`src/hw/rtl/rsa_crt_modexp_defines.svh`:
```
// ----------------------------------------------------------------------------
// rsa_crt_modexp_defines
// Assertion macros shared by the RSA CRT block.
// ----------------------------------------------------------------------------
`ifndef RSA_CRT_MODEXP_DEFINES_SVH
`define RSA_CRT_MODEXP_DEFINES_SVH

// Same-cycle implication, disabled during reset.
`define RCM_ASSERT_IMP(lbl, clk, rst_n, ante, cons) \
    lbl: assert property (@(posedge clk) disable iff (!rst_n) (ante) |-> (cons)) \
        else $error("check failed");

// Next-cycle implication, disabled during reset.
`define RCM_ASSERT_NXT(lbl, clk, rst_n, ante, cons) \
    lbl: assert property (@(posedge clk) disable iff (!rst_n) (ante) |=> (cons)) \
        else $error("check failed");

`endif

```
`src/hw/rtl/rcm_pkg.sv`:
```
// ----------------------------------------------------------------------------
// rcm_pkg
// Shared widths, register indexes and the multiplier command struct.
// ----------------------------------------------------------------------------
package rcm_pkg;

    localparam int PRIME_BITS = 15;
    localparam int W_WIDE     = 30;
    localparam int CNT_W      = $clog2(W_WIDE + 1);
    localparam int ADDR_W     = 5;

    localparam logic [2:0] REG_PRIME_P  = 3'd0;
    localparam logic [2:0] REG_PRIME_Q  = 3'd1;
    localparam logic [2:0] REG_MODULUS  = 3'd2;
    localparam logic [2:0] REG_PUB_EXP  = 3'd3;
    localparam logic [2:0] REG_PRIV_EXP = 3'd4;
    localparam logic [2:0] REG_COEF_P   = 3'd5;
    localparam logic [2:0] REG_COEF_Q   = 3'd6;

    // go: launch one operation; mul: a*b mod m, else b mod m;
    // narrow: b holds PRIME_BITS significant bits.
    typedef struct packed {
        logic go;
        logic mul;
        logic narrow;
    } t_mm_cmd;

endpackage

```
`src/hw/rtl/rcm_mulmod.sv`:
```
// ----------------------------------------------------------------------------
// rcm_mulmod
// Bit-serial modular multiplier and reducer, one bit of b per cycle, MSB first.
// ----------------------------------------------------------------------------
`include "rsa_crt_modexp_defines.svh"

module rcm_mulmod (
    input  logic                          i_clk,
    input  logic                          i_rst_n,
    input  rcm_pkg::t_mm_cmd              i_cmd,
    input  logic [rcm_pkg::W_WIDE-1:0]    i_a,
    input  logic [rcm_pkg::W_WIDE-1:0]    i_b,
    input  logic [rcm_pkg::W_WIDE-1:0]    i_m,
    output logic                          o_done,
    output logic [rcm_pkg::W_WIDE-1:0]    o_res
);
    import rcm_pkg::*;

    logic              r_busy;
    logic              r_done;
    logic              r_mul;
    logic [CNT_W-1:0]  r_cnt;
    logic [W_WIDE-1:0] r_a;
    logic [W_WIDE-1:0] r_b;
    logic [W_WIDE-1:0] r_m;
    logic [W_WIDE-1:0] r_r;

    logic [W_WIDE:0]   w_dbl;
    logic [W_WIDE:0]   w_s0;
    logic [W_WIDE-1:0] w_add;
    logic [W_WIDE:0]   w_sum;
    logic [W_WIDE:0]   w_s1;

    // Double, fold once, add the digit, fold once.
    always_comb begin
        w_dbl = {r_r, 1'b0};
        w_s0  = (w_dbl >= {1'b0, r_m}) ? (w_dbl - {1'b0, r_m}) : w_dbl;
        if (r_mul) begin
            w_add = r_b[W_WIDE-1] ? r_a : '0;
        end else begin
            w_add = {{(W_WIDE-1){1'b0}}, r_b[W_WIDE-1]};
        end
        w_sum = w_s0 + {1'b0, w_add};
        w_s1  = (w_sum >= {1'b0, r_m}) ? (w_sum - {1'b0, r_m}) : w_sum;
    end

    always_ff @(posedge i_clk) begin
        if (!i_rst_n) begin
            r_busy <= 1'b0;
            r_done <= 1'b0;
            r_cnt  <= '0;
        end else begin
            r_done <= 1'b0;
            if (i_cmd.go) begin
                r_busy <= 1'b1;
                r_cnt  <= i_cmd.narrow ? CNT_W'(PRIME_BITS) : CNT_W'(W_WIDE);
            end else if (r_busy) begin
                r_cnt <= r_cnt - 1'b1;
                if (r_cnt == CNT_W'(1)) begin
                    r_busy <= 1'b0;
                    r_done <= 1'b1;
                end
            end
        end
    end

    always_ff @(posedge i_clk) begin
        if (i_cmd.go) begin
            r_mul <= i_cmd.mul;
            r_a   <= i_a;
            r_m   <= i_m;
            r_r   <= '0;
            r_b   <= i_cmd.narrow ? (i_b << (W_WIDE - PRIME_BITS)) : i_b;
        end else if (r_busy) begin
            r_r <= w_s1[W_WIDE-1:0];
            r_b <= r_b << 1;
        end
    end

    assign o_done = r_done;
    assign o_res  = r_r;

    `RCM_ASSERT_IMP(a_no_restart, i_clk, i_rst_n, i_cmd.go, !r_busy)
    `RCM_ASSERT_NXT(a_done_ends, i_clk, i_rst_n, r_done, !r_busy)
    `RCM_ASSERT_IMP(a_res_reduced, i_clk, i_rst_n, r_done && (r_m != '0), r_r < r_m)

endmodule

```
`src/hw/rtl/rsa_crt_modexp.sv`:
```
// ----------------------------------------------------------------------------
// rsa_crt_modexp
// RSA modular exponentiation of one value through the Chinese remainder theorem.
// ----------------------------------------------------------------------------
// Usage:
//   Load keys through the APB port: prime_p at 0x00, prime_q 0x04, modulus
//   0x08, public exponent 0x0C, private exponent 0x10, coef_p 0x14, coef_q
//   0x18. pready is always high; reads return the stored value.
//   Issue a transfer by raising start with opcode (0 encrypt with e, 1
//   decrypt with d) and value while busy is low. The result appears on
//   o_result, marked by o_valid high for one cycle; the receiver cannot stall
//   it, so latch it on the strobe.
//   Work: all reductions and multiplies run on one shared bit-serial
//   multiplier; the final sum uses its own adder. There are four 30-bit
//   reductions, up to 60 15-bit multiplies for the two exponentiations,
//   and ten 30-bit recombination steps; the number of multiplies is set
//   by the bits of the reduced exponents (none for a zero reduced exponent
//   or a zero residue). Degenerate keys (a prime below 2 or zero modulus)
//   return 0 in the cycle after the transfer.
//   One item at a time: busy stays high until the result strobe.
//   Reset: keys return to p = q = 3, others 0; the sequencer goes idle.
// ----------------------------------------------------------------------------
`include "rsa_crt_modexp_defines.svh"

module rsa_crt_modexp (
    input  logic                               i_clk,
    input  logic                               i_rst_n,
    input  logic                               psel,
    input  logic                               penable,
    input  logic                               pwrite,
    input  logic [rcm_pkg::ADDR_W-1:0]         paddr,
    input  logic [31:0]                        pwdata,
    output logic [31:0]                        prdata,
    output logic                               pready,
    input  logic                               start,
    output logic                               busy,
    input  logic                               i_opcode,
    input  logic [rcm_pkg::W_WIDE-1:0]         i_value,
    output logic                               o_valid,
    output logic [rcm_pkg::W_WIDE-1:0]         o_result
);
    import rcm_pkg::*;

    typedef enum logic [13:0] {
        ST_IDLE     = 14'b00000000000001,
        ST_RED_VP   = 14'b00000000000010,
        ST_RED_VQ   = 14'b00000000000100,
        ST_RED_EP   = 14'b00000000001000,
        ST_RED_EQ   = 14'b00000000010000,
        ST_POW_INIT = 14'b00000000100000,
        ST_POW_MUL  = 14'b00000001000000,
        ST_POW_SQR  = 14'b00000010000000,
        ST_REC_PRM  = 14'b00000100000000,
        ST_REC_COEF = 14'b00001000000000,
        ST_REC_MUL1 = 14'b00010000000000,
        ST_REC_X    = 14'b00100000000000,
        ST_REC_MUL2 = 14'b01000000000000,
        ST_SUM      = 14'b10000000000000
    } t_state;

    // Key registers
    logic [PRIME_BITS-1:0] r_p;
    logic [PRIME_BITS-1:0] r_q;
    logic [W_WIDE-1:0]     r_n;
    logic [W_WIDE-1:0]     r_pub;
    logic [W_WIDE-1:0]     r_priv;
    logic [PRIME_BITS-1:0] r_cp;
    logic [PRIME_BITS-1:0] r_cq;

    // Sequencer and datapath
    t_state                r_state;
    logic                  r_run;
    logic                  r_side;
    logic                  r_valid;
    logic [W_WIDE-1:0]     r_result;
    logic [W_WIDE-1:0]     r_val;
    logic [W_WIDE-1:0]     r_exp;
    logic [PRIME_BITS-1:0] r_rp;
    logic [PRIME_BITS-1:0] r_rq;
    logic [PRIME_BITS-1:0] r_ep;
    logic [PRIME_BITS-1:0] r_eq;
    logic [PRIME_BITS-1:0] r_acc;
    logic [PRIME_BITS-1:0] r_sq;
    logic [PRIME_BITS-1:0] r_e;
    logic [PRIME_BITS-1:0] r_xp;
    logic [PRIME_BITS-1:0] r_xq;
    logic [W_WIDE-1:0]     r_t;
    logic [W_WIDE-1:0]     r_u;
    logic [W_WIDE-1:0]     r_t1;

    t_mm_cmd               w_cmd;
    logic [W_WIDE-1:0]     w_a;
    logic [W_WIDE-1:0]     w_b;
    logic [W_WIDE-1:0]     w_m;
    logic                  w_done;
    logic [W_WIDE-1:0]     w_res;
    logic [PRIME_BITS-1:0] w_base;
    logic [PRIME_BITS-1:0] w_pmod;
    logic [W_WIDE:0]       w_sum;
    logic [W_WIDE:0]       w_fold;
    logic                  w_accept;
    logic                  w_degen;
    logic                  w_cfg_wr;

    assign pready   = 1'b1;
    assign w_cfg_wr = psel && penable && pwrite;
    assign w_accept = start && !busy;
    assign w_degen  = (r_p < PRIME_BITS'(2)) || (r_q < PRIME_BITS'(2)) || (r_n == '0);
    assign w_base   = r_side ? r_rq : r_rp;
    assign w_pmod   = r_side ? r_q : r_p;
    assign w_sum    = {1'b0, r_t1} + {1'b0, r_t};
    assign w_fold   = (w_sum >= {1'b0, r_n}) ? (w_sum - {1'b0, r_n}) : w_sum;

    // Configuration writes; fields are truncated to their register widths.
    always_ff @(posedge i_clk) begin
        if (!i_rst_n) begin
            r_p    <= PRIME_BITS'(3);
            r_q    <= PRIME_BITS'(3);
            r_n    <= '0;
            r_pub  <= '0;
            r_priv <= '0;
            r_cp   <= '0;
            r_cq   <= '0;
        end else if (w_cfg_wr) begin
            unique case (paddr[4:2])
                REG_PRIME_P:  r_p    <= pwdata[PRIME_BITS-1:0];
                REG_PRIME_Q:  r_q    <= pwdata[PRIME_BITS-1:0];
                REG_MODULUS:  r_n    <= pwdata[W_WIDE-1:0];
                REG_PUB_EXP:  r_pub  <= pwdata[W_WIDE-1:0];
                REG_PRIV_EXP: r_priv <= pwdata[W_WIDE-1:0];
                REG_COEF_P:   r_cp   <= pwdata[PRIME_BITS-1:0];
                REG_COEF_Q:   r_cq   <= pwdata[PRIME_BITS-1:0];
                default: ;
            endcase
        end
    end

    always_comb begin
        unique case (paddr[4:2])
            REG_PRIME_P:  prdata = 32'(r_p);
            REG_PRIME_Q:  prdata = 32'(r_q);
            REG_MODULUS:  prdata = 32'(r_n);
            REG_PUB_EXP:  prdata = 32'(r_pub);
            REG_PRIV_EXP: prdata = 32'(r_priv);
            REG_COEF_P:   prdata = 32'(r_cp);
            REG_COEF_Q:   prdata = 32'(r_cq);
            default:      prdata = '0;
        endcase
    end

    // Shared multiplier inputs; go fires once on entry, bar POW_MUL at even r_e.
    always_comb begin
        w_cmd = '0;
        w_a   = '0;
        w_b   = '0;
        w_m   = '0;
        unique case (r_state)
            ST_RED_VP: begin
                w_cmd.go = !r_run;
                w_b      = r_val;
                w_m      = W_WIDE'(r_p);
            end
            ST_RED_VQ: begin
                w_cmd.go = !r_run;
                w_b      = r_val;
                w_m      = W_WIDE'(r_q);
            end
            ST_RED_EP: begin
                w_cmd.go = !r_run;
                w_b      = r_exp;
                w_m      = W_WIDE'(r_p - 1'b1);
            end
            ST_RED_EQ: begin
                w_cmd.go = !r_run;
                w_b      = r_exp;
                w_m      = W_WIDE'(r_q - 1'b1);
            end
            ST_POW_MUL: begin
                w_cmd.go     = !r_run && (r_e != '0) && r_e[0];
                w_cmd.mul    = 1'b1;
                w_cmd.narrow = 1'b1;
                w_a          = W_WIDE'(r_acc);
                w_b          = W_WIDE'(r_sq);
                w_m          = W_WIDE'(w_pmod);
            end
            ST_POW_SQR: begin
                w_cmd.go     = !r_run;
                w_cmd.mul    = 1'b1;
                w_cmd.narrow = 1'b1;
                w_a          = W_WIDE'(r_sq);
                w_b          = W_WIDE'(r_sq);
                w_m          = W_WIDE'(w_pmod);
            end
            ST_REC_PRM: begin
                w_cmd.go = !r_run;
                w_b      = r_side ? W_WIDE'(r_p) : W_WIDE'(r_q);
                w_m      = r_n;
            end
            ST_REC_COEF: begin
                w_cmd.go = !r_run;
                w_b      = r_side ? W_WIDE'(r_cq) : W_WIDE'(r_cp);
                w_m      = r_n;
            end
            ST_REC_X: begin
                w_cmd.go = !r_run;
                w_b      = r_side ? W_WIDE'(r_xq) : W_WIDE'(r_xp);
                w_m      = r_n;
            end
            ST_REC_MUL1, ST_REC_MUL2: begin
                w_cmd.go  = !r_run;
                w_cmd.mul = 1'b1;
                w_a       = r_t;
                w_b       = r_u;
                w_m       = r_n;
            end
            default: ;
        endcase
    end

    rcm_mulmod u_mulmod (
        .i_clk   (i_clk),
        .i_rst_n (i_rst_n),
        .i_cmd   (w_cmd),
        .i_a     (w_a),
        .i_b     (w_b),
        .i_m     (w_m),
        .o_done  (w_done),
        .o_res   (w_res)
    );

    always_ff @(posedge i_clk) begin
        if (!i_rst_n) begin
            r_state <= ST_IDLE;
            r_run   <= 1'b0;
            r_side  <= 1'b0;
            r_valid <= 1'b0;
        end else begin
            r_valid <= 1'b0;
            if (w_cmd.go) begin
                r_run <= 1'b1;
            end
            if (w_done) begin
                r_run <= 1'b0;
            end
            unique case (r_state)
                ST_IDLE: begin
                    if (w_accept) begin
                        r_val  <= i_value;
                        r_exp  <= i_opcode ? r_priv : r_pub;
                        r_side <= 1'b0;
                        if (w_degen) begin
                            // Bad keys: answer zero at once.
                            r_result <= '0;
                            r_valid  <= 1'b1;
                        end else begin
                            r_state <= ST_RED_VP;
                        end
                    end
                end
                ST_RED_VP: if (w_done) begin
                    r_rp    <= w_res[PRIME_BITS-1:0];
                    r_state <= ST_RED_VQ;
                end
                ST_RED_VQ: if (w_done) begin
                    r_rq    <= w_res[PRIME_BITS-1:0];
                    r_state <= ST_RED_EP;
                end
                ST_RED_EP: if (w_done) begin
                    r_ep    <= w_res[PRIME_BITS-1:0];
                    r_state <= ST_RED_EQ;
                end
                ST_RED_EQ: if (w_done) begin
                    r_eq    <= w_res[PRIME_BITS-1:0];
                    r_state <= ST_POW_INIT;
                end
                ST_POW_INIT: begin
                    r_acc <= PRIME_BITS'(1);
                    r_sq  <= w_base;
                    r_e   <= r_side ? r_eq : r_ep;
                    if (w_base == '0) begin
                        // Zero residue stays zero for any exponent.
                        if (r_side) begin
                            r_xq    <= '0;
                            r_side  <= 1'b0;
                            r_state <= ST_REC_PRM;
                        end else begin
                            r_xp    <= '0;
                            r_side  <= 1'b1;
                        end
                    end else begin
                        r_state <= ST_POW_MUL;
                    end
                end
                ST_POW_MUL: begin
                    if (r_e == '0) begin
                        if (r_side) begin
                            r_xq    <= r_acc;
                            r_side  <= 1'b0;
                            r_state <= ST_REC_PRM;
                        end else begin
                            r_xp    <= r_acc;
                            r_side  <= 1'b1;
                            r_state <= ST_POW_INIT;
                        end
                    end else if (!r_e[0]) begin
                        r_state <= ST_POW_SQR;
                    end else if (w_done) begin
                        r_acc   <= w_res[PRIME_BITS-1:0];
                        r_state <= ST_POW_SQR;
                    end
                end
                ST_POW_SQR: if (w_done) begin
                    r_sq    <= w_res[PRIME_BITS-1:0];
                    r_e     <= r_e >> 1;
                    r_state <= ST_POW_MUL;
                end
                ST_REC_PRM: if (w_done) begin
                    r_t     <= w_res;
                    r_state <= ST_REC_COEF;
                end
                ST_REC_COEF: if (w_done) begin
                    r_u     <= w_res;
                    r_state <= ST_REC_MUL1;
                end
                ST_REC_MUL1: if (w_done) begin
                    r_t     <= w_res;
                    r_state <= ST_REC_X;
                end
                ST_REC_X: if (w_done) begin
                    r_u     <= w_res;
                    r_state <= ST_REC_MUL2;
                end
                ST_REC_MUL2: if (w_done) begin
                    r_t <= w_res;
                    if (r_side) begin
                        r_state <= ST_SUM;
                    end else begin
                        // Hold the p-side term, repeat for q.
                        r_t1    <= w_res;
                        r_side  <= 1'b1;
                        r_state <= ST_REC_PRM;
                    end
                end
                ST_SUM: begin
                    r_result <= w_fold[W_WIDE-1:0];
                    r_valid  <= 1'b1;
                    r_side   <= 1'b0;
                    r_state  <= ST_IDLE;
                end
                default: r_state <= ST_IDLE;
            endcase
        end
    end

    assign busy     = (r_state != ST_IDLE);
    assign o_valid  = r_valid;
    assign o_result = r_result;

    `RCM_ASSERT_IMP(a_busy_ends_in_strobe, i_clk, i_rst_n, $fell(busy), o_valid)
    `RCM_ASSERT_NXT(a_accept_moves, i_clk, i_rst_n, w_accept, busy || o_valid)
    `RCM_ASSERT_IMP(a_run_only_busy, i_clk, i_rst_n, r_run, busy)

endmodule
```
`config.mk`:
```
export PLATFORM = sky130hd
export DESIGN_NAME = rsa_crt_modexp
export DESIGN_NICKNAME = d
export VERILOG_FILES = /design/src/hw/rtl/rcm_pkg.sv /design/src/hw/rtl/rcm_mulmod.sv /design/src/hw/rtl/rsa_crt_modexp.sv
export VERILOG_INCLUDE_DIRS = /design/src /design/src/hw/rtl
export SDC_FILE = /design/constraint.sdc
export NUM_CORES = 1
export LEC_CHECK = 0
export ABC_AREA = 0
export BUFFER_PORTS_ARGS = -buffer_cell sky130_fd_sc_hd__buf_2
export CAP_MARGIN = 25
export CORE_ASPECT_RATIO = 0.75
export CORE_UTILIZATION = 60
export DETAILED_ROUTE_END_ITERATION = 10
export GPL_TIMING_DRIVEN = 1
export PLACE_DENSITY = 0.82
export SLEW_MARGIN = 10
export SYNTH_ARGS = -nofsm -noshare
export SYNTH_HDL_FRONTEND = slang
export SYNTH_SLANG_ARGS = --single-unit
```
`constraint.sdc`:
```
create_clock -name i_clk -period 17 [get_ports i_clk]
set_clock_uncertainty 0.05 [all_clocks]
set_input_delay 0.85 -clock i_clk [delete_from_list [all_inputs] [get_ports i_clk]]
set_output_delay 0.85 -clock i_clk [all_outputs]
set_load 0.01 [all_outputs]
```
# Word level (Yosys, flattened, before mapping)

Cells that the tools add are included.

Word-level logic and storage cells: 226
Memory bits (writable): 0
Output and inout port bits: 65
Bits in registers: 610
Bits in read-only memories: 0
Input bits: 74
Latch bits: 0
Memories: 0

Mux-type cells: 78
Divide/modulo/power cells: 0
Reduce and logical (&&, ||, !) cells: 52
Bitwise gates (word level): 3
$mul: 0
$add $sub $neg: 8
Shift-type cells: 0
Magnitude comparators: 5
Equality and inequality tests: 46

Operators by type and width:

| operator                | count |
|---|---|
| $pmux W30 S7            | 2 |
| $mux W30                | 10 |
| $mux W15                | 18 |
| $mux W14                | 18 |
| $pmux W14 S13           | 1 |
| $pmux W30 S6            | 1 |
| $pmux W15 S2            | 5 |
| $ge A31 B30 Y1          | 3 |
| $pmux W30 S3            | 1 |
| $pmux W30 S2            | 1 |
| $sub A30 B30 Y30        | 2 |
| $sub A15 B1 Y16 const B | 2 |
| $add A30 B30 Y31        | 1 |
| $add A31 B30 Y31        | 1 |
| $mux W31                | 1 |
| $sub A31 B30 Y31        | 1 |
| $logic_not A15 Y1       | 2 |
| $logic_not A30 Y1       | 1 |
| $lt A15 B2 Y1 const B   | 2 |
| $reduce_and A3 Y1       | 8 |
| $ne A2 B1 Y1 const B    | 11 |
| $ne A2 B2 Y1 const B    | 11 |
| $mux W5                 | 3 |
| $reduce_bool A15 Y1     | 1 |
| 43 further kinds        | 85 |

# Longest topological paths before layout

Depth in word-level cells: 6
Depth in mapped cells: 33
Mapped depth without buffers: 32

# Hierarchy

A second synthesis with hierarchy kept.

Cell total of the unflattened synthesis: 3,586
Area total of the unflattened synthesis: 34,759.6 µm²

Modules (own cells, without submodules):

| module         | seq. area each (µm²) | area each (µm²) | instances | cells an instance |
|---|---|---|---|---|
| rsa_crt_modexp | 12,802.3             | 24,682.4        | 1         | 2,448 |
| rcm_mulmod     | 3,473.3              | 10,077.2        | 1         | 1,138 |

# Worst setup path after synthesis

OpenSTA, ideal clock, no wires.

Path type: register -> register
Start: reg u_mulmod.r_r[14] (netlist: u_mulmod.o_res[14])
End: reg u_mulmod.r_r[10] (netlist: u_mulmod.o_res[10])
Data arrival time: 7,233 ps
Data required time: 16,773 ps
Setup slack: 9,540 ps
Period minus slack after synthesis: 7,460 ps
Library setup time: 177 ps
Buffers on the path: 5
Stages on the path, launching flop included: 31
Cells stage by stage: dfxtp_1 -> ha_1 -> nand4_1 -> or4_1 -> nor4_1 -> or2_2 -> a41oi_1 -> o31ai_1 -> clkbuf_1 -> clkbuf_1 -> a21oi_1 -> ha_1 -> clkbuf_1 -> o21ai_0 -> a211oi_1 -> or3_1 -> a21oi_1 -> a311oi_1 -> o21ai_0 -> a2111oi_0 -> ha_1 -> clkbuf_1 -> a21o_1 -> a21o_1 -> or4_1 -> o21ai_0 -> nand3_1 -> mux2i_4 -> buf_6 -> mux2i_1 -> a211oi_2

Word-level cells in the longest chain between the ends: 5
Elaborated cells on any way between the ends: 7
Those cells by class: add/sub (3); order compare (2); mux (2)

Ends and longest elaborated chain:

| what                                               | line             | source |
|---|---|---|
| start: declaration                                 | rcm_mulmod.sv:26 | `logic [W_WIDE-1:0] r_r;` |
| start signal: assignment                           | rcm_mulmod.sv:75 | `r_r <= w_s1[W_WIDE-1:0];` |
| $sub A31 B30 Y31 or $ge A31 B30 Y1 (tied branches) | rcm_mulmod.sv:37 | `w_s0 = (w_dbl >= {1'b0, r_m}) ? (w_dbl - {1'b0, r_m}) : w_dbl;` |
| $mux W31 *                                         | rcm_mulmod.sv:37 |  |
| $add A31 B30 Y31 *                                 | rcm_mulmod.sv:43 | `w_sum = w_s0 + {1'b0, w_add};` |
| $ge A31 B30 Y1 or $sub A30 B30 Y30 (tied branches) | rcm_mulmod.sv:44 | `w_s1 = (w_sum >= {1'b0, r_m}) ? (w_sum - {1'b0, r_m}) : w_sum;` |
| $mux W30 *                                         | rcm_mulmod.sv:44 |  |

Mark *: on every way between the ends. The rest lies on a longest branch, timed or not.
A chain may end at the register's enable or synchronous reset.

# Worst setup path in the final report

Start: reg u_mulmod.r_r[13] (netlist: u_mulmod.o_res[13])
End: reg u_mulmod.r_r[18] (netlist: u_mulmod.o_res[18])

Word-level cells in the longest chain between the ends: 5
Elaborated cells on any way between the ends: 7
Those cells by class: add/sub (3); order compare (2); mux (2)

Ends and longest elaborated chain:

| what                                               | line |
|---|---|
| $sub A31 B30 Y31 or $ge A31 B30 Y1 (tied branches) | rcm_mulmod.sv:37 |
| $mux W31 *                                         | rcm_mulmod.sv:37 |
| $add A31 B30 Y31 *                                 | rcm_mulmod.sv:43 |
| $sub A30 B30 Y30 or $ge A31 B30 Y1 (tied branches) | rcm_mulmod.sv:44 |
| $mux W30 *                                         | rcm_mulmod.sv:44 |

Marks and branches as above.

==> metrics.md <==
| Metric | Value |
|---|---|
| Final-stage net count | `3791` |
| Clock slew at reported path FFs | `0.07 ns` |
| Post-synth EDFFs | `406` |
| Input/output buffers | `131` |
| Total clock sinks | `610` |
| Clock buffer depth | `3` |
| Avg Cell Area, Syn | `9.70 um2` |
| Total track usage | `0.349` |
| DRC viols | `0` |
| Mapped Area | `34000 um2` |
| Synthesis-stage register bit count | `610` |
| FF-to-FF path depth | `29` |
| Via Count | `28500` |
| Boundary Pins | `139` |
| Area growth, synth to finish | `9.42%` |
| Clk Latency, worst-skew pair | `0.63 ns` |
| Initial DRC count | `4519` |
| Ys flop type | `edfxtp_1` |
| Startpoint types | `flop` |
| Critical Path Slowest Stage Cell | `dfxtp_1` |
| Leak Pwr | `0.0142 uW` |
| Clock root buffer | `clkbuf_16` |
| Die ar. | `57700 um2` |
| Detailed placement HPWL | `72700 um` |
| First-pass GRT wire length | `155000 um` |
| Fin worst setup slack | `7.08 ns` |
| RSZ-0062 raised after global routing | `no` |
| Sequential fraction of the synthesis area | `0.479` |
| Initial antenna violation count | `1` |
| Pwr Density | `111 nW/um2` |
| GP Congestion | `0.987` |
| Max stage delay on crit path | `0.84 ns` |
| VDD IR max | `0.0000860 V` |
| WHS Path Cells | `1` |
| Drt wl/cell | `23.4 um` |
| Maximum Capacitance Violations | `0` |
| Vias in the first global route | `26200` |
| Via density | `6.57` |
| Hold_buf cts | `0` |
| Ys Warns | `0` |
| Core area | `55900 um2` |
| Total grt overflow | `0` |
| Setup TNS | `0 ns` |
| Die Span X | `277 um` |
| Num CTS Buffers | `56` |
| Post-DRT Antenna Nets | `0` |
| CTS-repair resized insts | `0` |
| Crit path time final | `9.92 ns` |
| Row cnt | `75` |
| Slew Limit Fails | `0` |
| Worst min-delay path class | `primary input to flop` |
| Post-placement worst setup slack | `7.54 ns` |
| Worst reg2reg startpoint | `u_mulmod.o_res[13]` |
| CP Capture Type | `flop` |
| Post-Route WL | `102000 um` |
| H-tree levels | `2` |
| Share of cells above drive strength 1 | `0.103` |
| Die height | `208 um` |
| Max frequency | `0.101 GHz` |
| Mapped Cells | `3505` |
| Slew @ Worst Pin | `1.08 ns` |
| CP arrival | `10.37 ns` |
| Final Hold Viols | `0` |
| Critical path fanouts, max | `51` |
| CTS tree | `yes` |
| Slew HR | `0.277` |
| Drt pass-1 iters | `8` |
| Status | `complete, no violations` |
| CP Launch Point | `u_mulmod.o_res[13]` |
| Ratio of final minimum period to clock period | `0.583` |
| Starting Density | `0.608` |
| Final setup vio count | `0` |
| Asr flop ratio synth | `0` |
| Total chip power | `4150 uW` |
| Setup bufs post-CTS | `0` |
| Hold_sp | `i_value[0]` |
| Crit Path Category | `flop to flop` |
| Largest net degree at the start of global routing | `80` |
| Most common cell after layout, fill and taps aside | `nand2_1` |
| Most frequent cells in the layout | `nand2_1 (556), edfxtp_1 (406), a21oi_1 (345)` |
| Yosys cell types | `83` |
| Data required time at the worst endpoint | `17.45 ns` |
==> through the flow <==
step,hold slack [ns],area [um2],instances,util
final,0.351,37200,4336,0.665
after global routing,0.321,37200,4335,0.665
after CTS,0.323,37200,4335,0.665
after detailed placement,0.410,35400,4230,0.632
after global placement,0.392,35300,4229,0.632
after floorplan,0.386,34000,3506,-
==> flip-flops by register name, indices dropped and copies added, names as in the netlist, 30 cells and up <==
signal / cells
r_val: 30
u_mulmod.o_res: 30
r_u: 30
u_mulmod.r_a: 30
r_t: 30
u_mulmod.r_b: 30
u_mulmod.r_m: 30
r_pub: 30
r_t1: 30
r_n: 30
r_priv: 30
o_result: 30
r_exp: 30
==> logic make-up after synthesis <==
kind of cell | count (synthesis) | synth area share
simple gates | 1173 | 0.158
fa+ha+maj | 160 | 0.0600
buf+inv | 295 | 0.0336
compound gates | 947 | 0.178
xor+xnor | 130 | 0.0335
flops | 610 | 0.479
mux | 188 | 0.0589
other cells | 2 | 0.000221
==> worst paths after layout <==
check             slack (ns)            endpoint
setup reg to reg        7.08  u_mulmod.o_res[18]
hold / removal          0.35            r_val[0]
hold reg to reg         0.42           r_pub[29]
setup / recovery        7.08  u_mulmod.o_res[18]
==> power breakdown <==
group | internal [uW] | switching (uW)
logic | 440 | 644
registers | 1660 | 124
clock network | 699 | 577
==> synth_stat cells, types with 27 or more instances <==
library cell,n,area [um2]
xor2_1,41,359
nand2_1,556,2090
inv_1,110,413
nor2_1,220,826
mux2_2,47,529
clkbuf_1,157,589
and2_1,53,332
nand3_1,57,285
o21ai_0,206,1030
a221o_1,37,370
a21o_1,75,563
ha_1,155,1940
nor2b_1,27,169
nor3_1,45,225
a221oi_1,38,333
mux2i_1,136,1360
a21oi_1,347,1740
nor4_1,39,244
xnor2_1,89,780
nand2b_1,28,175
and3_1,54,338
a211oi_1,41,308
edfxtp_1,406,12200
dfxtp_1,204,4080
==> critical path: cells and delay by family (launching register included) <==
kind	cells	cell delay (ns)
AOI/OAI and AO/OA	9	2.44
xor gates and xnor gates	1	0.19
adders and majority gates	3	1.10
buffers and inverters	2	0.94
DFF	1	0.84
muxes	3	0.89
and+or+nand+nor	11	3.27
==> layout make-up <==
class                   count  area [um2]
fillers                  4298       18700
inverters                 112         423
diodes                      1        2.50
flip-flops and latches    610       16300
clock inverters            29         249
well taps                 731         915
multi-input cells        2601       16700
repair buffers            176        1010
clock buffers              76        1600
==> metal layers <==
layer,track usage,part of all wire,vias to the layer above
met5,0.00910,0.00076,-
li1,-,-,13000
met2,0.507,0.42,1801
met4,0.122,0.037,2
met3,0.0857,0.13,227
met1,0.506,0.41,13500
Note: power is estimated with default switching activity, not from simulation.
